$ cat config.mk
export PLATFORM = sky130hd
export DESIGN_NAME = dcts_acc_fifo
export DESIGN_NICKNAME = d
export VERILOG_FILES = /design/src/rtl/dcts_pkg.sv /design/src/rtl/dcts_acc_fifo.sv
export SDC_FILE = /design/constraint.sdc
export NUM_CORES = 1
export LEC_CHECK = 0
export BUFFER_PORTS_ARGS = -buffer_cell sky130_fd_sc_hd__buf_4
export CAP_MARGIN = 20
export CORE_UTILIZATION = 30
export CTS_CLUSTER_SIZE = 24
export DETAILED_ROUTE_END_ITERATION = 10
export PLACE_DENSITY = 0.43
export SLEW_MARGIN = 20
export SYNTH_ARGS = -nofsm -noshare
export SYNTH_HDL_FRONTEND = slang
export SYNTH_SLANG_ARGS = --single-unit
export TNS_END_PERCENT = 50
$ cat constraint.sdc
create_clock -name clk_i -period 15.7 [get_ports clk_i]
set_clock_uncertainty 0.05 [all_clocks]
set_input_delay 3.14 -clock clk_i [delete_from_list [all_inputs] [get_ports clk_i]]
set_output_delay 3.14 -clock clk_i [all_outputs]
set_load 0.01 [all_outputs]
$ cat src/rtl/dcts_pkg.sv
// Package for the dual channel tone strength unit.
// Field widths, register indexes and reset values, queue sizing, and the
// quarter-wave sine function used to build the constant lookup table.
`timescale 1ns / 1ps
`default_nettype none

package dcts_pkg;

  localparam int unsigned SAMPLE_W   = 12;  // width of one ADC sample field
  localparam int unsigned PHASE_W    = 16;  // phase, fraction of a turn
  localparam int unsigned WIN_W      = 10;  // window length and pair count
  localparam int unsigned STRENGTH_W = 38;  // result field width
  localparam int unsigned SINE_W     = 16;  // signed Q1.15 table value

  localparam int unsigned IN_DATA_W  = 24;  // 2 x 12, already whole bytes
  localparam int unsigned OUT_DATA_W = 80;  // 2 x 38, padded to 10 bytes

  localparam int unsigned CFG_IDX_W  = 1;
  localparam int unsigned CFG_DATA_W = 16;

  localparam logic [CFG_IDX_W-1:0] REG_PHASE_STEP    = 1'b0;
  localparam logic [CFG_IDX_W-1:0] REG_WINDOW_LENGTH = 1'b1;

  localparam logic [PHASE_W-1:0] PHASE_STEP_RST    = 16'd13107;
  localparam logic [WIN_W-1:0]   WINDOW_LENGTH_RST = 10'd100;

  // Queue of finished accumulator sets between the accumulator and the
  // magnitude unit.
  localparam int unsigned ACC_FIFO_DEPTH = 4;
  localparam int unsigned ACC_FIFO_PTR_W = 2;
  localparam int unsigned ACC_FIFO_CNT_W = 3;

  typedef struct packed {
    logic [ACC_FIFO_CNT_W-1:0] count;
    logic                      empty;
  } fifo_status_t;

  // Sine of a quarter-table index r, Q1.15, clamped to 0..32767. Taylor
  // series in Q30 with seven correction terms. Used at elaboration only.
  function automatic logic [14:0] quarter_sine(input int unsigned r,
                                               input int unsigned abits);
    logic [63:0]        x;
    logic [63:0]        x2;
    logic [63:0]        term;
    logic signed [64:0] sum;
    logic [63:0]        v;
    x    = (64'(r) * 64'd6746518852) >> abits;
    x2   = (x * x) >> 30;
    term = x;
    sum  = $signed({1'b0, x});
    term = ((term * x2) >> 30) / 64'd6;
    sum  = sum - $signed({1'b0, term});
    term = ((term * x2) >> 30) / 64'd20;
    sum  = sum + $signed({1'b0, term});
    term = ((term * x2) >> 30) / 64'd42;
    sum  = sum - $signed({1'b0, term});
    term = ((term * x2) >> 30) / 64'd72;
    sum  = sum + $signed({1'b0, term});
    term = ((term * x2) >> 30) / 64'd110;
    sum  = sum - $signed({1'b0, term});
    term = ((term * x2) >> 30) / 64'd156;
    sum  = sum + $signed({1'b0, term});
    term = ((term * x2) >> 30) / 64'd210;
    sum  = sum - $signed({1'b0, term});
    if (sum < 0) begin
      sum = '0;
    end
    v = (sum[63:0] + 64'd16384) >> 15;
    if (v > 64'd32767) begin
      v = 64'd32767;
    end
    return v[14:0];
  endfunction

endpackage

`default_nettype wire

$ cat src/rtl/dcts_acc_fifo.sv
// Short queue of finished accumulator sets, register based.
// Depends on dcts_pkg for depth, pointer widths and the status struct.
`timescale 1ns / 1ps
`default_nettype none

module dcts_acc_fifo #(
  parameter int unsigned WIDTH = 156
) (
  input  wire logic                  clk_i,
  input  wire logic                  rst_ni,
  input  wire logic                  push_i,
  input  wire logic [WIDTH-1:0]      push_data_i,
  input  wire logic                  pop_i,
  output logic [WIDTH-1:0]           pop_data_o,
  output dcts_pkg::fifo_status_t     status_o
);
  import dcts_pkg::*;

  logic [WIDTH-1:0]          mem_q [ACC_FIFO_DEPTH];
  logic [ACC_FIFO_PTR_W-1:0] wr_ptr_q, wr_ptr_d;
  logic [ACC_FIFO_PTR_W-1:0] rd_ptr_q, rd_ptr_d;
  logic [ACC_FIFO_CNT_W-1:0] count_q, count_d;
  logic                      do_push;
  logic                      do_pop;

  assign do_push = push_i && (count_q != ACC_FIFO_CNT_W'(ACC_FIFO_DEPTH));
  assign do_pop  = pop_i && (count_q != '0);

  always_comb begin
    wr_ptr_d = do_push ? wr_ptr_q + 1'b1 : wr_ptr_q;
    rd_ptr_d = do_pop ? rd_ptr_q + 1'b1 : rd_ptr_q;
    count_d  = count_q;
    if (do_push && !do_pop) begin
      count_d = count_q + 1'b1;
    end else if (do_pop && !do_push) begin
      count_d = count_q - 1'b1;
    end
  end

  always_ff @(posedge clk_i or negedge rst_ni) begin
    if (!rst_ni) begin
      wr_ptr_q <= '0;
      rd_ptr_q <= '0;
      count_q  <= '0;
    end else begin
      wr_ptr_q <= wr_ptr_d;
      rd_ptr_q <= rd_ptr_d;
      count_q  <= count_d;
    end
  end

  always_ff @(posedge clk_i) begin
    if (do_push) begin
      mem_q[wr_ptr_q] <= push_data_i;
    end
  end

  assign pop_data_o     = mem_q[rd_ptr_q];
  assign status_o.count = count_q;
  assign status_o.empty = (count_q == '0);

endmodule

`default_nettype wire

Word-level counts from Yosys, hierarchy flattened
Memory sizes are Yosys's and may differ from the RTL's.
Index checks and enable logic that the tools add are counted.
{"block": "totals", "regBits": 7, "ramBits": 624, "output_inout_bits": 160, "n_memories": 1}
{"block": "op_classes", "add_sub_neg": 4, "eq_ne": 1, "n_mux": 4, "reduce_logical": 9}
{"memory": "mem_q", "depth": 4, "word_bits": 156, "read_ports": 1, "rd_ports_with_merged_regs": 0, "write_ports": 1, "line_no": "dcts_acc_fifo.sv:19", "source": "logic [WIDTH-1:0] mem_q [ACC_FIFO_DEPTH];"}
{"operator": "3-bit 2-to-1 mux", "n": 2}
{"operator": "2-bit by 1-bit adder with 2-bit output, second input constant", "n": 2}
{"operator": "1-bit logical AND", "n": 4}
{"operator": "3-bit by 1-bit adder with 3-bit output, second input constant", "n": 1}
{"operator": "3-bit logical NOT", "n": 1}
{"operator": "3-bit != test, second input constant", "n": 1}
{"operator": "3-bit nonzero test", "n": 1}
{"operator": "3-bit by 1-bit subtractor with 3-bit output, second input constant", "n": 1}
{"operator": "1-bit logical NOT", "n": 2}
{"operator": "1-bit 2-to-1 mux", "n": 2}
{"operator": "2-bit nonzero test", "n": 1}

Depth between registers and ports, before layout
{"block": "depth", "depth_word": 6, "mapped_depth": 8, "mapped_depth_nobuf": 8}

Least setup slack after synthesis
OpenSTA, ideal clock, no wires.
{"block": "synth_timing", "path_kind": "input port to flip-flop", "from": "input port push_i", "to": "memory mem_q[0][0], enable pin", "setup_ps": 534, "arrival_time_ps": 7015, "required_time_ps": 15116, "setup_slack_ps": 8100, "cell_stages": 2, "path_buffers": 0, "cell_sequence": "a21boi_2 -> and2_1"}
{"block": "synth_via", "elab_chain_cells": 3}
{"element": "from (decl)", "line_no": "dcts_acc_fifo.sv:11", "source": "input wire logic push_i,"}
{"element": "1-bit logical AND", "line_no": "dcts_acc_fifo.sv:26", "source": "assign do_push = push_i && (count_q != ACC_FIFO_CNT_W'(ACC_FIFO_DEPTH));"}
{"element": "1-bit 2-to-1 mux", "line_no": "dcts_acc_fifo.sv:53", "source": "if (do_push) begin"}
{"element": "1-bit 2-to-1 mux (not written as such)", "line_no": "dcts_acc_fifo.sv:54", "source": "mem_q[wr_ptr_q] <= push_data_i;"}
{"element": "to (decl)", "line_no": "dcts_acc_fifo.sv:19"}
Every way passes these cells.

Worst setup path in the final report
{"block": "layout_timing", "from": "register rd_ptr_q[1]", "to": "output port pop_data_o[104]"}
{"block": "layout_via", "elab_chain_cells": 1}
{"element": "from (decl)", "line_no": "dcts_acc_fifo.sv:21", "source": "logic [ACC_FIFO_PTR_W-1:0] rd_ptr_q, rd_ptr_d;"}
{"element": "from (signal assigned)", "line_no": "dcts_acc_fifo.sv:47", "source": "rd_ptr_q <= rd_ptr_d;"}
{"element": "memory 4 x 156 bit"}
{"element": "to (decl)", "line_no": "dcts_acc_fifo.sv:14", "source": "output logic [WIDTH-1:0] pop_data_o,"}
Every way passes these cells.

==> impl_metrics.csv <==
group,metric,value,unit
synth,synth_cell_types,20,
die,die_h,278,um
timing,fmax,0.149,GHz
detailed_routing,drc,0,
job,drv_cap,0,
power_and_ir_drop,p_seq_frac,0.419,
detailed_routing,viasPerCell,4.53,
setup_path,worstReg2RegStart,"count_q[0]",
cts,cts_made_buffers,72,
setup_path,crit_buf_inv,3,
die,die_x,278,um
detailed_routing,drt-wirelength-per-cell,23.3,um
cts,htreeDepth,3,
synth,avgSynthCellArea,27.0,um2
cts,clock_latency,590,ps
min_path,hp-class,"reg -> reg",
synth,syn_inst,850,
synth,synthTopCellsByArea,"edfxtp_1, mux4_2, dfrtp_1",
timing,fin_crit_sh,0.428,
synth,synth-seq-cells,631,
place,io_buffers,319,
synth,synth_top_area_frac,0.817,
cts,clk_pin_slew,60,ps
cts,cts-hold-fix-buffers,0,
power_and_ir_drop,p_int,0.00397,W
global_route,antenna_found_initial,6,
power_and_ir_drop,sw_frac_of_total,0.292,
synth,synth_fp_nets,1016,
global_route,track_usage,0.136,
timing,hold_ws,495,ps
synth,synth_top_cell_by_area,"edfxtp_1",
global_route,grt_pass1_vias,11100,
place,dp_hpwl,30600,um
synth,yosysWarnings,0,
setup_path,cpMaxStageDelayCell,"dfrtp_4",
setup_path,cpLargestDelayFamily,"buffers and inverters",
timing,finalMaxSlewViolations,0,
power_and_ir_drop,vdd_ir_drop_max,0.119,mV
cts,cts.repair.resized,0,
layout,final_cell_mix,"edfxtp_1, buf_4, mux4_2",
setup_path,crit_path_max_incr_delay,860,ps
timing,slew_headroom,0.289,
cts,post_cts_buffers,0,
timing,finalCriticalPeriod,6730,ps
die,initial_core_util,0.302,
min_path,min-delay-start,"count_q[2]",
place,gp_congestion,0.677,
synth,netlist_area,0.0229,mm2
detailed_routing,routed_wl,52500,um
setup_path,crit_chain,"buf_4, buf_4, mux4_2, buf_4",
power_and_ir_drop,p_clk_frac,0.283,
detailed_routing,num_vias,10205,
setup_path,start_kind,"register",
cts,clock-root-buffer,"clkbuf_16",
setup_path,crit_fanout,53,
power_and_ir_drop,power.leakage,9.61,nW
detailed_routing,dr.first_iter.drc_count,520,
detailed_routing,dr.pass1.iters,4,
setup_path,startpoint,"rd_ptr_q[1]",
layout,utilization,0.378,
setup_path,critical_path_arrival,3540,ps
cts,cts_buffer_depth,3,
timing,grt_setup_unrepaired,"no",
cts,cts_num_sinks,631,
status,status,"finished clean",
setup_path,crit_path_frequent_cell,"buf_4",
setup_path,worst_setup_path_end_kind,"output port",
cts,cts_tree,"built",
timing,worst_pin_slew,1070,ps
setup_path,cp.required,12510,ps
layout,fin_nets,1387,
global_route,grt_first_pass_wirelength,76600,um
die,core,0.0758,mm2
power_and_ir_drop,powerDensity,196,mW/mm2
timing,hold_viol_final,0,
power_and_ir_drop,p_switching,0.00164,W
layout,area_growth,25.0,%
setup_path,path_class,"reg -> out",
die,dieArea,0.0775,mm2
die,ios,320,
synth,seq_area_frac_synth,0.825,
layout,layout-drive-gt1-share,0.467,
die,rows,101,
power_and_ir_drop,p_comb_frac,0.297,
layout,final_common_cell,"edfxtp_1",
detailed_routing,drtAntennaViolNets,0,
global_route,grt_max_degree,80,
timing,setup_viol,0,
global_route,gr-total-overflow,0,
timing,tns,0,ps
==> worst reg2reg max path, cell delays in order (launching register included) <==
cell      delay (ps)
dfrtp_1          460
nor2_1            90
a21boi_2         390
and2_4           850
buf_4            830
==> power groups by stage <==
stage / combinational, W / clock, W / sequential, W
finish: 0.00167 / 0.00159 / 0.00235
global route: 0.00180 / 0.00171 / 0.00239
CTS: 0.00174 / 0.00165 / 0.00237
detailed placement: 0.00173 / 0 / 0.00240
global placement: 0.00173 / 0 / 0.00239
floorplan: 0.000994 / 0 / 0.00236
==> layout make-up <==
| cell class | instances | area, um2 |
|---|---|---|
| clock buffers | 91 | 1970 |
| repair buffers | 332 | 2520 |
| clock inverters | 36 | 264 |
| fillers | 6896 | 47200 |
| inverters | 4 | 15.0 |
| flip-flops and latches | 631 | 18900 |
| multi-input cells | 180 | 3740 |
| well taps | 978 | 1220 |
| diodes | 1 | 2.50 |
==> synthesized netlist by cell type, drive strengths merged <==
master and count:
a21boi 1, and2 4, buf 34, clkbuf 1
dfrtp 7, edfxtp 624, fa 1, ha 5
inv 4, mux2 2, mux4 156, nand2 1
nand3 1, nor2 2, or3 1, xnor2 4
xor2 2
==> through the flow <==
stage | setup slack [ps] | instance area (um2) | instances | total power (W)
floorplan | 8100 | 22900 | 850 | 0.00336
global route | 8770 | 28700 | 2252 | 0.00589
detailed placement | 9470 | 26400 | 2125 | 0.00413
CTS | 8830 | 28700 | 2252 | 0.00575
finish | 8970 | 28700 | 2253 | 0.00561
global placement | 9060 | 26400 | 2124 | 0.00412
==> sequential cells by signal (all words and copies together) (netlist names) <==
signal / cells
wr_ptr_q: 2
count_q: 3
mem_q: 624
rd_ptr_q: 2
==> cells by family (layout without fill, tap and decap cells) <==
family	count (synthesis)	in the layout	share of synthesized area
DFF	631	631	0.825
muxes	158	158	0.154
buffers and inverters	39	463	0.0123
and+or+nand+nor	9	9	0.00207
adders and majority gates	6	6	0.00360
xor gates and xnor gates	6	6	0.00229
AOI/OAI and AO/OA	1	1	0.000491
other	0	1	0
==> worst paths after layout <==
| path | endpoint | slack, ps | depth (start not counted) |
|---|---|---|---|
| setup reg to reg | mem_q[0][140] | 12490 | 4 |
| hold reg to reg | count_q[2] | 490 | 1 |
| min in group asynchronous | rd_ptr_q[1] | 2320 | 1 |
| setup / recovery | pop_data_o[104] | 8970 | 4 |
| max in group asynchronous | rd_ptr_q[0] | 13120 | 1 |
| hold / removal | count_q[2] | 490 | 1 |
==> per-layer routing <==
layer	share of wire	up-vias	track usage
met4	0.019	12	0.0429
met3	0.068	75	0.0432
met5	0.0015	-	0
met1	0.45	5395	0.187
met2	0.46	279	0.207
li1	-	4444	-
(Power assumes the default switching activity.)
