==> src/rtl/dcts_pkg.sv <==
// Package for the dual channel tone strength unit.
// Field widths, register indexes and reset values, queue sizing, and the
// quarter-wave sine function used to build the constant lookup table.
`timescale 1ns / 1ps
`default_nettype none

package dcts_pkg;

  localparam int unsigned SAMPLE_W   = 12;  // width of one ADC sample field
  localparam int unsigned PHASE_W    = 16;  // phase, fraction of a turn
  localparam int unsigned WIN_W      = 10;  // window length and pair count
  localparam int unsigned STRENGTH_W = 38;  // result field width
  localparam int unsigned SINE_W     = 16;  // signed Q1.15 table value

  localparam int unsigned IN_DATA_W  = 24;  // 2 x 12, already whole bytes
  localparam int unsigned OUT_DATA_W = 80;  // 2 x 38, padded to 10 bytes

  localparam int unsigned CFG_IDX_W  = 1;
  localparam int unsigned CFG_DATA_W = 16;

  localparam logic [CFG_IDX_W-1:0] REG_PHASE_STEP    = 1'b0;
  localparam logic [CFG_IDX_W-1:0] REG_WINDOW_LENGTH = 1'b1;

  localparam logic [PHASE_W-1:0] PHASE_STEP_RST    = 16'd13107;
  localparam logic [WIN_W-1:0]   WINDOW_LENGTH_RST = 10'd100;

  // Queue of finished accumulator sets between the accumulator and the
  // magnitude unit.
  localparam int unsigned ACC_FIFO_DEPTH = 4;
  localparam int unsigned ACC_FIFO_PTR_W = 2;
  localparam int unsigned ACC_FIFO_CNT_W = 3;

  typedef struct packed {
    logic [ACC_FIFO_CNT_W-1:0] count;
    logic                      empty;
  } fifo_status_t;

  // Sine of a quarter-table index r, Q1.15, clamped to 0..32767. Taylor
  // series in Q30 with seven correction terms. Used at elaboration only.
  function automatic logic [14:0] quarter_sine(input int unsigned r,
                                               input int unsigned abits);
    logic [63:0]        x;
    logic [63:0]        x2;
    logic [63:0]        term;
    logic signed [64:0] sum;
    logic [63:0]        v;
    x    = (64'(r) * 64'd6746518852) >> abits;
    x2   = (x * x) >> 30;
    term = x;
    sum  = $signed({1'b0, x});
    term = ((term * x2) >> 30) / 64'd6;
    sum  = sum - $signed({1'b0, term});
    term = ((term * x2) >> 30) / 64'd20;
    sum  = sum + $signed({1'b0, term});
    term = ((term * x2) >> 30) / 64'd42;
    sum  = sum - $signed({1'b0, term});
    term = ((term * x2) >> 30) / 64'd72;
    sum  = sum + $signed({1'b0, term});
    term = ((term * x2) >> 30) / 64'd110;
    sum  = sum - $signed({1'b0, term});
    term = ((term * x2) >> 30) / 64'd156;
    sum  = sum + $signed({1'b0, term});
    term = ((term * x2) >> 30) / 64'd210;
    sum  = sum - $signed({1'b0, term});
    if (sum < 0) begin
      sum = '0;
    end
    v = (sum[63:0] + 64'd16384) >> 15;
    if (v > 64'd32767) begin
      v = 64'd32767;
    end
    return v[14:0];
  endfunction

endpackage

`default_nettype wire

==> src/rtl/dcts_magnitude.sv <==
// Back part: takes one accumulator set from the queue, forms the sum of
// squares serially, takes its floor square root two bits a step, and holds
// the result in the output register. Depends on dcts_pkg.
`timescale 1ns / 1ps
`default_nettype none

module dcts_magnitude #(
  parameter int unsigned ACC_W = 39
) (
  input  wire logic                            clk_i,
  input  wire logic                            rst_ni,
  input  wire dcts_pkg::fifo_status_t          fifo_status_i,
  input  wire logic [4*ACC_W-1:0]              pop_data_i,
  output logic                                 pop_o,
  output logic                                 out_valid_o,
  input  wire logic                            out_ready_i,
  output logic [dcts_pkg::STRENGTH_W-1:0]      strength_one_o,
  output logic [dcts_pkg::STRENGTH_W-1:0]      strength_two_o
);
  import dcts_pkg::*;

  localparam int unsigned RAD_W  = 2 * ACC_W;
  localparam int unsigned REM_W  = ACC_W + 3;
  localparam int unsigned STEP_W = $clog2(ACC_W);
  localparam logic [STEP_W-1:0] LAST_STEP = STEP_W'(ACC_W - 1);

  localparam logic [1:0] ST_IDLE   = 2'd0;
  localparam logic [1:0] ST_SQUARE = 2'd1;
  localparam logic [1:0] ST_ROOT   = 2'd2;
  localparam logic [1:0] ST_WAIT   = 2'd3;

  logic [1:0]        state_q, state_d;
  logic [STEP_W-1:0] step_q, step_d;
  logic [ACC_W-1:0]  m1s_q, m1c_q, m2s_q, m2c_q;
  logic [RAD_W-1:0]  rad1_q, rad2_q, rad1_d, rad2_d;
  logic [REM_W-1:0]  rem1_q, rem2_q, rem1_d, rem2_d;
  logic [ACC_W-1:0]  root1_q, root2_q, root1_d, root2_d;
  logic              out_valid_q;
  logic [STRENGTH_W-1:0] str1_q, str2_q;
  logic              load_out;

  logic signed [ACC_W-1:0] a1s, a1c, a2s, a2c;
  logic [REM_W-1:0]  sh1, sh2, tr1, tr2;

  function automatic logic [ACC_W-1:0] abs_val(input logic signed [ACC_W-1:0] v);
    return v[ACC_W-1] ? ACC_W'(-v) : ACC_W'(v);
  endfunction

  assign a1s = pop_data_i[0*ACC_W +: ACC_W];
  assign a1c = pop_data_i[1*ACC_W +: ACC_W];
  assign a2s = pop_data_i[2*ACC_W +: ACC_W];
  assign a2c = pop_data_i[3*ACC_W +: ACC_W];

  assign pop_o    = (state_q == ST_IDLE) && !fifo_status_i.empty;
  assign load_out = (state_q == ST_WAIT) && (!out_valid_q || out_ready_i);

  assign sh1 = {rem1_q[REM_W-3:0], rad1_q[RAD_W-1 -: 2]};
  assign sh2 = {rem2_q[REM_W-3:0], rad2_q[RAD_W-1 -: 2]};
  assign tr1 = REM_W'({root1_q, 2'b01});
  assign tr2 = REM_W'({root2_q, 2'b01});

  always_comb begin
    state_d = state_q;
    step_d  = step_q;
    rad1_d  = rad1_q;
    rad2_d  = rad2_q;
    rem1_d  = rem1_q;
    rem2_d  = rem2_q;
    root1_d = root1_q;
    root2_d = root2_q;
    unique case (state_q)
      ST_IDLE: begin
        if (!fifo_status_i.empty) begin
          state_d = ST_SQUARE;
          step_d  = LAST_STEP;
          rad1_d  = '0;
          rad2_d  = '0;
        end
      end
      ST_SQUARE: begin
        // Horner form of s*s + c*c, one multiplier bit of each per step.
        rad1_d = {rad1_q[RAD_W-2:0], 1'b0}
               + (m1s_q[step_q] ? RAD_W'(m1s_q) : '0)
               + (m1c_q[step_q] ? RAD_W'(m1c_q) : '0);
        rad2_d = {rad2_q[RAD_W-2:0], 1'b0}
               + (m2s_q[step_q] ? RAD_W'(m2s_q) : '0)
               + (m2c_q[step_q] ? RAD_W'(m2c_q) : '0);
        if (step_q == '0) begin
          state_d = ST_ROOT;
          step_d  = LAST_STEP;
          rem1_d  = '0;
          rem2_d  = '0;
          root1_d = '0;
          root2_d = '0;
        end else begin
          step_d = step_q - 1'b1;
        end
      end
      ST_ROOT: begin
        rad1_d = {rad1_q[RAD_W-3:0], 2'b00};
        rad2_d = {rad2_q[RAD_W-3:0], 2'b00};
        if (sh1 >= tr1) begin
          rem1_d  = sh1 - tr1;
          root1_d = {root1_q[ACC_W-2:0], 1'b1};
        end else begin
          rem1_d  = sh1;
          root1_d = {root1_q[ACC_W-2:0], 1'b0};
        end
        if (sh2 >= tr2) begin
          rem2_d  = sh2 - tr2;
          root2_d = {root2_q[ACC_W-2:0], 1'b1};
        end else begin
          rem2_d  = sh2;
          root2_d = {root2_q[ACC_W-2:0], 1'b0};
        end
        if (step_q == '0) begin
          state_d = ST_WAIT;
        end else begin
          step_d = step_q - 1'b1;
        end
      end
      ST_WAIT: begin
        if (load_out) begin
          state_d = ST_IDLE;
        end
      end
      default: state_d = ST_IDLE;
    endcase
  end

  always_ff @(posedge clk_i or negedge rst_ni) begin
    if (!rst_ni) begin
      state_q     <= ST_IDLE;
      out_valid_q <= 1'b0;
    end else begin
      state_q <= state_d;
      if (load_out) begin
        out_valid_q <= 1'b1;
      end else if (out_ready_i) begin
        out_valid_q <= 1'b0;
      end
    end
  end

  always_ff @(posedge clk_i) begin
    step_q  <= step_d;
    rad1_q  <= rad1_d;
    rad2_q  <= rad2_d;
    rem1_q  <= rem1_d;
    rem2_q  <= rem2_d;
    root1_q <= root1_d;
    root2_q <= root2_d;
    if (pop_o) begin
      m1s_q <= abs_val(a1s);
      m1c_q <= abs_val(a1c);
      m2s_q <= abs_val(a2s);
      m2c_q <= abs_val(a2c);
    end
    if (load_out) begin
      str1_q <= STRENGTH_W'(root1_q);
      str2_q <= STRENGTH_W'(root2_q);
    end
  end

  assign out_valid_o    = out_valid_q;
  assign strength_one_o = str1_q;
  assign strength_two_o = str2_q;

endmodule

`default_nettype wire

==> config.mk <==
export PLATFORM = sky130hd
export DESIGN_NAME = dcts_magnitude
export DESIGN_NICKNAME = d
export VERILOG_FILES = /design/src/rtl/dcts_pkg.sv /design/src/rtl/dcts_magnitude.sv
export SDC_FILE = /design/constraint.sdc
export NUM_CORES = 1
export LEC_CHECK = 0
export ABC_CLOCK_PERIOD_IN_PS = 38200
export BUFFER_PORTS_ARGS = -buffer_cell sky130_fd_sc_hd__buf_2
export CORE_ASPECT_RATIO = 2
export CORE_MARGIN = 2
export CORE_UTILIZATION = 50
export DETAILED_ROUTE_END_ITERATION = 7
export HOLD_SLACK_MARGIN = 0.06
export PLACE_DENSITY = 0.68
export SYNTH_ARGS = -nofsm -noshare
export SYNTH_HDL_FRONTEND = slang
export SYNTH_SLANG_ARGS = --single-unit
==> constraint.sdc <==
create_clock -name clk_i -period 38.2 [get_ports clk_i]
set_input_delay 7.64 -clock clk_i [delete_from_list [all_inputs] [get_ports clk_i]]
set_output_delay 7.64 -clock clk_i [all_outputs]
set_load 0.02 [all_outputs]
; ---- Word level (Yosys, flattened, before mapping)
; Cells that the tools add are included.
[totals]
reg_bits = 555
input_bits = 163
out_inout_bits = 78
elab_cells = 95
[op_classes]
addsub = 11
order_cmp = 3
eq_ne = 8
n_mux = 40
reduce_logical = 14
[op_table]
columns = cell, count
row1 = one-hot mux 78 bit (3 select lines), 2
row2 = adder 78 x 39 -> 78 bit, 4
row3 = 2-to-1 mux 39 bit, 5
row4 = one-hot mux 40 bit (2 select lines), 2
row5 = negator 39 bit, 4
row6 = one-hot mux 39 bit (2 select lines), 2
row7 = 2-to-1 mux 38 bit, 4
row8 = 2-to-1 mux 40 bit, 3
row9 = >= comparator 42 x 41 -> 1 bit, 2
row10 = subtractor 40 bit, 2
row11 = 2-to-1 mux 78 bit, 1
row12 = binary-select mux 1 bit (select 6 bit), 4
row13 = 2-to-1 mux 6 bit, 3
row14 = one-hot mux 6 bit (3 select lines), 1
row15 = "inequality test 2 bit, second input constant", 5
row16 = 2-to-1 mux 1 bit, 8
row17 = 2-to-1 mux 2 bit, 4
row18 = one-hot mux 2 bit (4 select lines), 1
row19 = "< comparator 6 x 7 -> 1 bit, second input constant", 1
row20 = zero test 6 bit, 1
row21 = "subtractor 6 x 1 -> 6 bit, second input constant", 1
row22 = "== test 2 bit, second input constant", 2
row23 = AND reduction 2 bit, 2
row24 = AND reduction 4 bit, 1
row25 = 8 further kinds, 11

; ---- Longest topological paths before layout
; Gate-level depths: netlist (run 1).
[depth]
word_depth = 6
mapped_depth = 27
mapped_depth_nobuf = 21

; ---- Worst setup path before layout (run 1)
; Ideal clock, no wire load.
[synth_path]
path_kind = input to output
start = input port fifo_status_i[0] (netlist name)
end = output port pop_o
t_arrival_ps = 14813
t_required_ps = 30560
path_slack_ps = 15747
stages = 1
path_buffers = 0
cell_sequence = nor2b_1
[synth_via]
elab_chain_len = 2
[synth_lines]
columns = item, line
row1 = start: declaration, dcts_magnitude.sv:12  ; input wire dcts_pkg::fifo_status_t fifo_status_i,
row2 = zero test 1 bit, --
row3 = logical AND 1 bit, dcts_magnitude.sv:54  ; assign pop_o = (state_q == ST_IDLE) && !fifo_status_i.empty;
row4 = end: declaration, dcts_magnitude.sv:14  ; output logic pop_o,
; No other way between the ends.

; ---- Worst setup path in the final report (run 1)
; Ends and elaborated chain as after synthesis.

==> metrics.md, run 1 <==
| Metric | Value |
|---|---|
| Run status | `complete, no violations` |
| Clk sinks | `555` |
| # rows | `141` |
| Net load switching power | `1.90 mW` |
| Fin cells | `4696` |
| Most common cell after layout, fill and taps aside | `edfxtp_1` |
| Detail Placement HPWL | `65000 um` |
| Initial antenna violation count | `4` |
| Main combinational cell family by area after synthesis | `simple AND/OR/NAND/NOR gates` |
| Number of global-route vias before repair | `27600` |
| Cell Area, Synth | `37100 sq um` |
| Max FO, Critical Path | `47` |
| CTS tree | `done` |
| H-tree depth | `2` |
| Post-CTS Setup Bufs | `0` |
| WP buf/inv | `3` |
| Total CTS buffers | `52` |
| Final worst slack | `21.88 ns` |
| # resized after CTS | `0` |
| CP arrival | `8.68 ns` |
| Drt wl/cell | `18.7 um` |
| Global route overflow | `0` |
| Hold Vio Cnt, Final | `0` |
| CP top delay family | `buffers and inverters` |
| First-pass GRT wire length | `141000 um` |
| Final min period | `16.32 ns` |
| Max incr delay on CP | `0.47 ns` |
| Die height | `389 um` |
| Clk_skew | `0.0246 ns` |
| Pwr Total | `4.14 mW` |
| Clock Latency Late Sink | `0.63 ns` |
| Residual DRC | `0` |
| GRT Util Overall | `22.9%` |
| Initial Utilization | `50.4%` |
| Final WL | `87600 um` |
| Final setup viols | `0` |
| Mux share of post-synthesis cell area | `3.75%` |
| Hold WS | `0.442 ns` |
| Crit path top cell by count | `buf_2` |
| Setup TNS | `0 ns` |
| Pins over their slew limit | `0` |
| Ys flop type | `edfxtp_1` |
| Adder-Cell Fraction of Synth Area | `10.0%` |
| Post-Synthesis Cells | `3565` |
| # Max-Cap Violations | `0` |
| Synth Area in XOR/XNOR | `8.10%` |
| Pre-CTS setup slack | `21.88 ns` |
| Sw Share | `45.9%` |
| Crit end category | `output port` |
| Layout area overhead | `9.98%` |
| Root Buffer | `clkbuf_16` |
| Most frequent cells in the layout | `edfxtp_1 (552), nand2_1 (386), o21ai_0 (269)` |
| Antenna Nets Post-Route | `0` |
| Worst-case vdd ir drop | `0.0404 mV` |
| CP startpoint kind | `input pin` |
| CP cell instances | `buf_2 > nor2b_4 > buf_4 > buf_2` |
| Pint | `2.24 mW` |
| First-pass DRT Iterations | `6` |
| Worst Hold Class | `reg -> reg` |
| Netlist cell types | `76` |
| Setup Crit Path Kind | `in -> out` |
| Core Footprint | `73600 sq um` |
| # port buffers | `237` |
| Worst slew pin tran | `1.17 ns` |
| Hold-fix buffers at CTS | `0` |
| Sequential area share after synthesis | `44.9%` |
| CP required | `30.56 ns` |
| Unrepaired setup endpoints after global routing | `false` |
| Pleak | `15.8 nW` |
| Post-route clock period utilization | `42.7%` |
| Simple-gate area share of the yosys netlist | `15.4%` |
| Comb power frac | `59.9%` |
| Slew HR | `22.0%` |
| Synth Warn # | `0` |
| Clock share of power | `12.6%` |
| Cell area power density | `101 nW/um^2` |
| Gpl congestion | `0.915` |
| Clk buf depth | `3` |
| EDFF count, synth | `552` |
| DIE WIDTH | `197 um` |
| NumNets Final | `4134` |
| Net count after synthesis | `3978` |
| Vias | `27400` |
| Clk slew on worst S/H paths | `0.08 ns` |
| Synth Area in Compound Gates | `14.6%` |
| Async SR Flop Fraction | `0.541%` |
| F_max | `0.0613 GHz` |
| DRT iter0 DRCs | `1506` |
| Synth Area per Inst | `10.4 sq um` |
| Die area | `76500 sq um` |
| Yosys reg bits | `555` |
| # IOs | `241` |
| DR vias/cell | `5.84` |
| Ratio of cells with drive above 1 in the final layout | `11.7%` |
| Largest net degree at the start of global routing | `88` |
| Total placed cells including tap cells | `4596` |
| Register share of total power | `27.4%` |
| CP max-delay cell | `buf_4` |
[flip-flops by register name, indices dropped and copies added, names as in the netlist]
register / count
m2c_q: 39
out_valid_o: 1
state_q: 2
m1c_q: 39
rem1_q: 40
strength_one_o: 38
rad1_q: 78
step_q: 6
root1_q: 39
rad2_q: 78
root2_q: 39
m2s_q: 39
m1s_q: 39
rem2_q: 40
strength_two_o: 38
[cells in the mapped netlist (87+ instances only)]
cell | instances | area (sq um)
edfxtp_1 | 552 | 16600
a21oi_1 | 188 | 941
nor2_1 | 237 | 890
o21ai_0 | 270 | 1350
and2_1 | 171 | 1070
nand2_1 | 387 | 1450
nand3_1 | 87 | 435
inv_1 | 152 | 571
xor2_1 | 96 | 841
clkbuf_1 | 149 | 559
a21o_1 | 93 | 698
xnor2_1 | 247 | 2160
ha_1 | 172 | 2150
[per-stage QoR]
step / instance area, sq um / util, %
floorplan: 37100 / -
global placement: 39100 / 53.2
detailed placement: 39100 / 53.2
CTS: 40800 / 55.4
global route: 40800 / 55.4
finish: 40800 / 55.4
[path summary, 6_finish.rpt]
kind	startpoint	endpoint	slack, ns	depth (start not counted)
min	root1_q[8]$_SDFFCE_PN0P_	strength_one_o[8]$_DFFE_PP_	0.44	0
min reg2reg	root1_q[8]$_SDFFCE_PN0P_	strength_one_o[8]$_DFFE_PP_	0.44	0
max in group asynchronous	rst_ni	state_q[0]$_DFFE_PN0P_	31.24	1
max reg2reg	step_q[0]$_DFFE_PP_	rad1_q[49]$_DFFE_PP_	30.48	21
min in group asynchronous	rst_ni	out_valid_o$_DFFE_PN0P_	6.81	1
max	fifo_status_i[0]	pop_o	21.88	4
[cell families after synthesis]
| kind of cell | after synthesis |
|---|---|
| simple gates | 1170 |
| compound gates | 848 |
| flops | 555 |
| xor+xnor | 343 |
| buf+inv | 315 |
| fa+ha+maj | 250 |
| mux | 84 |
[area by class of cell]
| type | count | area [sq um] |
|---|---|---|
| Multi-Input combinational cell | 2695 | 19300 |
| Clock inverter | 32 | 278 |
| Timing Repair Buffer | 265 | 1400 |
| Antenna cell | 3 | 7.51 |
| Tap cell | 929 | 1160 |
| Fill cell | 6507 | 32800 |
| Inverter | 152 | 573 |
| Sequential cell | 555 | 16700 |
| Clock buffer | 65 | 1380 |
[per-layer routing]
metal / wire length (um) / track usage, % / vias up
met3: 3440 / 2.31 / 167
met4: 2770 / 8.07 / 2
met5: 11 / 0 / -
met2: 47700 / 44.2 / 702
li1: - / - / 13300
met1: 33700 / 25.7 / 13200
[worst register-to-register path, delay by kind of cell (launching register included)]
kind	cells	cell delay (ns)
fa+ha+maj	2	0.80
simple gates	5	2.02
flops	1	0.33
buf+inv	3	1.16
compound gates	11	3.16
[power groups by stage]
| stage | sequential, mW | clock [mW] | combinational, mW |
|---|---|---|---|
| after floorplan | 1.19 | 0 | 1.87 |
| final | 1.13 | 0.523 | 2.48 |
| after detailed placement | 1.15 | 0 | 2.47 |
| after global routing | 1.16 | 0.556 | 2.75 |
| after global placement | 1.14 | 0 | 2.43 |
| after CTS | 1.14 | 0.539 | 2.48 |
No activity file was read; power rests on OpenSTA's default activity.
==> run 2, diff against run 1 <==
- ABC_CLOCK_PERIOD_IN_PS: 38200 -> 16400
- clock period: 38.2 -> 16.4 ns (I/O delays scaled with it)
==> run 2 against run 1 <==
  * Worst hold slack worse by 0.00064 ns
  * Setup slack worse by 13 ns
  * Design area up 0.30%
  * Sequential share of layout area down 0.12 points
  * Register-to-register slack worse by 22 ns
  * Critical path type is now reg -> reg
==> metrics.md, run 2 (synthesis results as in run 1) <==
| Metric | Value |
|---|---|
| Cell area power density | `238 nW/um^2` |
| Largest registers | `rad1_q x78, rad2_q x78` |
| Setup TNS | `0 ns` |
| # Max-Cap Violations | `0` |
| Final design utilization | `55.6%` |
| Residual DRC | `0` |
| Max FO, Critical Path | `43` |
| Setup Crit Path Kind | `reg -> reg` |
| Die area | `76500 sq um` |
| Ratio of cells with drive above 1 in the final layout | `11.8%` |
| Clock Latency Late Sink | `0.62 ns` |
| First-pass DRT Iterations | `6` |
| Hold-fix buffers at CTS | `0` |
| H-tree depth | `2` |
| Initial Utilization | `50.4%` |
| Final min period | `7.72 ns` |
| # rows | `141` |
| Layout area overhead | `10.3%` |
| Clk sinks | `555` |
| GRT Util Overall | `23.0%` |
| Unrepaired setup endpoints after global routing | `false` |
| Crit end category | `flop` |
| DR vias/cell | `5.86` |
| Final WL | `88200 um` |
| DIE WIDTH | `197 um` |
| Most common cell after layout, fill and taps aside | `edfxtp_1` |
| NumNets Final | `4132` |
| # IOs | `241` |
| Final worst slack | `8.68 ns` |
| Clk buf depth | `3` |
| CP arrival | `8.09 ns` |
| Clk_skew | `0.0186 ns` |
| Worst slew pin tran | `1.27 ns` |
| Total CTS buffers | `52` |
| Pleak | `15.9 nW` |
| Slew HR | `15.1%` |
| CP required | `16.77 ns` |
| Diode count | `0` |
| Post-route clock period utilization | `47.1%` |
| Final setup viols | `0` |
| First-pass GRT wire length | `142000 um` |
| Die height | `389 um` |
| Drt wl/cell | `18.8 um` |
| Pins over their slew limit | `0` |
| Detail Placement HPWL | `65200 um` |
| Run status | `complete, no violations` |
| # resized after CTS | `0` |
| CP startpoint kind | `flop` |
| Antenna Nets Post-Route | `0` |
| Hold Vio Cnt, Final | `0` |
| CTS tree | `done` |
| Pwr Total | `9.73 mW` |
| Post-CTS Setup Bufs | `0` |
| Root Buffer | `clkbuf_16` |
| Most frequent cells in the layout | `edfxtp_1 (552), nand2_1 (386), o21ai_0 (269)` |
| Vias | `27500` |
| Number of global-route vias before repair | `27900` |
| Gpl congestion | `0.917` |
| Initial antenna violation count | `4` |
| Worst-case vdd ir drop | `0.139 mV` |
| Global route overflow | `0` |
| DRT iter0 DRCs | `1600` |
| Pre-CTS setup slack | `8.55 ns` |
| Largest net degree at the start of global routing | `159` |
| Core Footprint | `73600 sq um` |
| # port buffers | `237` |
| Worst Hold Class | `reg -> reg` |
| Clk slew on worst S/H paths | `0.07 ns` |
| F_max | `0.129 GHz` |
==> run 2: cell count changes in the layout (fill, tap and decap cells not counted), sizes merged <==
cell | previous run | this run
clkbuf | 65 | 58
bufinv | 3 | 9
diode | 3 | 0
buf | 265 | 263
inv | 159 | 157
==> run 2: worst paths after layout <==
path                                          start  depth (start not counted)  slack (ns)                     endpoint
max                             step_q[0]$_DFFE_PP_                         21        8.68         rad1_q[49]$_DFFE_PP_
min                        root1_q[8]$_SDFFCE_PN0P_                          0        0.44  strength_one_o[8]$_DFFE_PP_
max reg2reg                     step_q[0]$_DFFE_PP_                         21        8.68         rad1_q[49]$_DFFE_PP_
min reg2reg                root1_q[8]$_SDFFCE_PN0P_                          0        0.44  strength_one_o[8]$_DFFE_PP_
max in group asynchronous                    rst_ni                          1       13.80       state_q[0]$_DFFE_PN0P_
min in group asynchronous                    rst_ni                          1        2.47      out_valid_o$_DFFE_PN0P_
==> run 2: stage by stage <==
step	hold WS [ns]	area, sq um	std cells
floorplan	0.426	37100	3565
global placement	0.431	39100	4594
detailed placement	0.432	39100	4594
CTS	0.448	40900	4688
global route	0.457	40900	4688
finish	0.442	40900	4688
==> run 2: worst max-delay path: stages, from the launching register on <==
cell	delay, ns
edfxtp_1	0.33
buf_4	0.66
inv_1	0.14
nor2_1	0.14
buf_4	0.22
nand2_1	0.07
o211ai_1	0.09
o21ai_0	0.30
o22ai_2	1.08
nand2_1	0.21
fa_1	0.55
inv_1	0.04
ha_1	0.34
and3_1	0.20
nand3_1	0.09
o21ai_0	0.29
o21ai_0	0.34
o41a_1	0.51
o2111a_1	0.47
nor3_1	0.89
a31oi_1	0.18
a221o_1	0.30
==> run 2: area by class of cell <==
class                      count  area (sq um)
clock inverter                36           448
fill                        6481         32700
sequential                   555         16700
inverter                     152           573
multi-input combinational   2695         19300
timing repair buffer         263          1390
tap                          929          1160
clock buffer                  58          1350
==> run 2: layer usage <==
metal / wire length, um / up-vias / track usage [%]
met4: 3200 / 4 / 8.72
met2: 47600 / 677 / 44.5
met5: 22 / - / 0
li1: - / 13300 / -
met3: 3230 / 170 / 2.55
met1: 34100 / 13300 / 25.6
==> run 2: power by group <==
part           total (mW)  switching (mW)  internal [mW]  leakage, nW
Sequential           2.64           0.330           2.31         5.45
Clock                1.31           0.571          0.738        0.857
Combinational        5.78            3.53           2.26         9.55
==> run 3, diff against run 2 <==
- ABC_AREA: default -> 1
- ABC_CLOCK_PERIOD_IN_PS: 16400 -> 7820
- PLACE_DENSITY: 0.68 -> 0.67
- clock period: 16.4 -> 7.82 ns (I/O delays scaled with it)
==> run 3 against run 2 <==
  * Non-clock buffer count is 4 lower
  * Maximum frequency is 19% higher
  * Cell count is 61% higher
  * Design area is 18% higher
  * Clock power is 120% higher
  * Critical path depth stayed put
  * First-iteration DRC count is 54% higher
  * Utilization is 0.65 points lower
  * Wire length is 61% higher
==> metrics.md, run 3 <==
| Metric | Value |
|---|---|
| Post-DP Area | `46500 sq um` |
| Post-route cell area | `48400 sq um` |
| HP Start | `root1_q[14]$_SDFFCE_PN0P_` |
| Worst-case vdd ir drop | `0.402 mV` |
| Slew HR | `7.95%` |
| Pwr Total | `24.5 mW` |
| Clock Latency Late Sink | `0.68 ns` |
| Unrepaired setup endpoints after global routing | `false` |
| Layout area overhead | `9.06%` |
| Worst r2r path cells | `21` |
| Ys flop type | `edfxtp_1` |
| # IOs | `241` |
| Net count after synthesis | `6546` |
| CP Launch Point | `step_q[0]$_DFFE_PP_` |
| RR Endpoint | `rad2_q[59]$_DFFE_PP_` |
| Cell area power density | `507 nW/um^2` |
| Number of global-route vias before repair | `40400` |
| Synth area leader | `edfxtp_1` |
| CTS tree | `done` |
| H-tree depth | `2` |
| Core Footprint | `88100 sq um` |
| Antenna Nets Post-Route | `0` |
| Setup Crit Path Kind | `reg -> reg` |
| Synth Area in XOR/XNOR | `3.61%` |
| Die height | `425 um` |
| Sw Share | `53.5%` |
| Largest net degree at the start of global routing | `159` |
| Register share of total power | `24.7%` |
| Most common cell after layout, fill and taps aside | `nand2_1` |
| Simple-gate area share of the yosys netlist | `29.8%` |
| Max FO, Critical Path | `86` |
| DRT iter0 DRCs | `2470` |
| Run status | `complete, no violations` |
| GRT Util Overall | `30.9%` |
| Yosys reg bits | `555` |
| Synth Area per Inst | `7.23 sq um` |
| Pre-CTS setup slack | `1.57 ns` |
| # rows | `154` |
| First-pass GRT wire length | `220000 um` |
| Initial antenna violation count | `3` |
| Worst Hold Depth | `0` |
| Comb power frac | `63.8%` |
| DIE WIDTH | `215 um` |
| Hold-fix buffers at CTS | `0` |
| DR vias/cell | `5.36` |
| Hold WS | `0.475 ns` |
| Most frequent cell after synthesis | `nand2_1` |
| EDFF count, synth | `552` |
| Hold worst-path end | `strength_one_o[14]$_DFFE_PP_` |
| Root Buffer | `clkbuf_16` |
| Initial Utilization | `50.4%` |
| First-pass DRT Iterations | `6` |
| Final worst slack | `1.35 ns` |
| Sequential area share after synthesis | `37.5%` |
| Pins over their slew limit | `0` |
| Post-route clock period utilization | `82.7%` |
| Clk_skew | `0.0367 ns` |
| Hold Vio Cnt, Final | `0` |
| Gpl congestion | `1.03` |
| Residual DRC | `0` |
| Synth top area share | `37.4%` |
| CP required | `8.24 ns` |
| Reg-to-reg startpoint | `step_q[0]$_DFFE_PP_` |
| Clk slew on worst S/H paths | `0.07 ns` |
| Vias | `40400` |
| Area contributors post-synth | `edfxtp_1 (37%), nand2_1 (15%), inv_1 (8.4%), nor2_1 (6.3%), ha_1 (4.9%)` |
| Async SR Flop Fraction | `0.541%` |
| Commonest cells in the netlist | `nand2_1 (1767), inv_1 (990), nor2_1 (745)` |
| # port buffers | `237` |
| Total CTS buffers | `54` |
| Ratio of cells with drive above 1 in the final layout | `7.41%` |
| Final min period | `6.47 ns` |
| Drt wl/cell | `18.9 um` |
| Pint | `11.4 mW` |
| Global route overflow | `0` |
| Netlist cell types | `60` |
| Pleak | `23.1 nW` |
| Clk sinks | `555` |
| Worst Hold Class | `reg -> reg` |
| Clk buf depth | `3` |
| Main combinational cell family by area after synthesis | `simple AND/OR/NAND/NOR gates` |
| Final WL | `142000 um` |
| Setup TNS | `0 ns` |
| Largest registers | `rad1_q x78, rad2_q x78` |
| Setup slack, reg-to-reg | `1.35 ns` |
| Die area | `91200 sq um` |
| Net load switching power | `13.1 mW` |
| Synth Area in Compound Gates | `10.5%` |
| Crit end category | `flop` |
| CP startpoint kind | `flop` |
| Detail Placement HPWL | `115000 um` |
| Synth Warn # | `0` |
| F_max | `0.155 GHz` |
| Adder-Cell Fraction of Synth Area | `8.37%` |
| Post-CTS Setup Bufs | `0` |
| Mux share of post-synthesis cell area | `0%` |
| Worst slew pin tran | `1.37 ns` |
| CP arrival | `6.88 ns` |
| Cell Area, Synth | `44400 sq um` |
| # resized after CTS | `0` |
| # Max-Cap Violations | `0` |
| Most frequent cells in the layout | `nand2_1 (1767), inv_1 (990), nor2_1 (744)` |
| NumNets Final | `6728` |
| Final setup viols | `0` |
| Clock share of power | `11.6%` |
| Post-Synthesis Cells | `6133` |
run 3: cell types whose count changed after synthesis, moves of 164 or more:
cell	before	now
nor2_1	237	745
and2_1	171	7
inv_1	152	990
nand3_1	87	373
xnor2_1	247	54
nand2_1	387	1767
run 3: cell type report:
cell class,count,area (sq um)
multi-input combinational,4444,23200
clock buffer,56,1360
inverter,1001,3770
fill,8703,39700
clock inverter,44,514
sequential,555,16700
tap,1170,1460
antenna,3,7.51
timing repair buffer,259,1380
run 3: power groups by stage:
stage                     Combinational, mW  Clock, mW  Sequential, mW
after detailed placement               15.4          0            6.09
after global routing                   17.5       2.98            6.19
final                                  15.6       2.83            6.05
after global placement                 15.2          0            6.07
after floorplan                        11.2          0            6.08
after CTS                              15.5       2.89            6.04
run 3: kinds of logic (layout without fill, tap and decap cells):
logic type | after synthesis | count (layout)
buffers and inverters | 1134 | 1360
and+or+nand+nor | 3183 | 3183
xor gates and xnor gates | 183 | 183
DFF | 555 | 555
AOI/OAI and AO/OA | 828 | 828
adders and majority gates | 250 | 250
other | 0 | 3
run 3: through the flow:
stage,utilization (%),instances
2_1_floorplan,-,6133
3_3_place_gp,52.8,7429
3_5_place_dp,52.8,7429
4_1_cts,54.9,7529
5_1_grt,54.9,7530
6_report,54.9,7532
run 3: critical path, stage by stage (launching register included):
cell,delay (ns)
edfxtp_1,0.40
buf_4,0.69
nand2_1,0.51
o221ai_1,0.34
a21oi_1,0.11
nand3_1,0.11
nand3_2,0.62
a21boi_0,0.73
fa_1,0.51
ha_1,0.36
nand2_1,0.08
inv_1,0.07
nand2_1,0.12
inv_1,0.06
nand2_1,0.36
inv_1,0.08
a21oi_1,0.22
nand3_1,0.43
nand2_1,0.17
nand2_1,0.06
nand3_1,0.08
o21ai_2,0.06
run 3: worst max-delay path by stage:
stage | to | slack (ns) | cells past startpoint
after floorplan | pop_o | 0.56 | 1
after global placement | rad2_q[27]$_DFFE_PP_ | 1.62 | 15
after detailed placement | rad1_q[58]$_DFFE_PP_ | 1.57 | 21
after CTS | rad2_q[61]$_DFFE_PP_ | 1.57 | 18
after global routing | rad2_q[67]$_DFFE_PP_ | 0.96 | 21
final | rad2_q[59]$_DFFE_PP_ | 1.35 | 21
run 3: layer usage:
metal	up-vias	share of wire, %	track usage [%]
met4	0	9.1	24.3
met1	18500	34	29.7
met3	496	3.8	3.35
li1	20200	-	-
met5	-	0	0
met2	1192	53	59.6
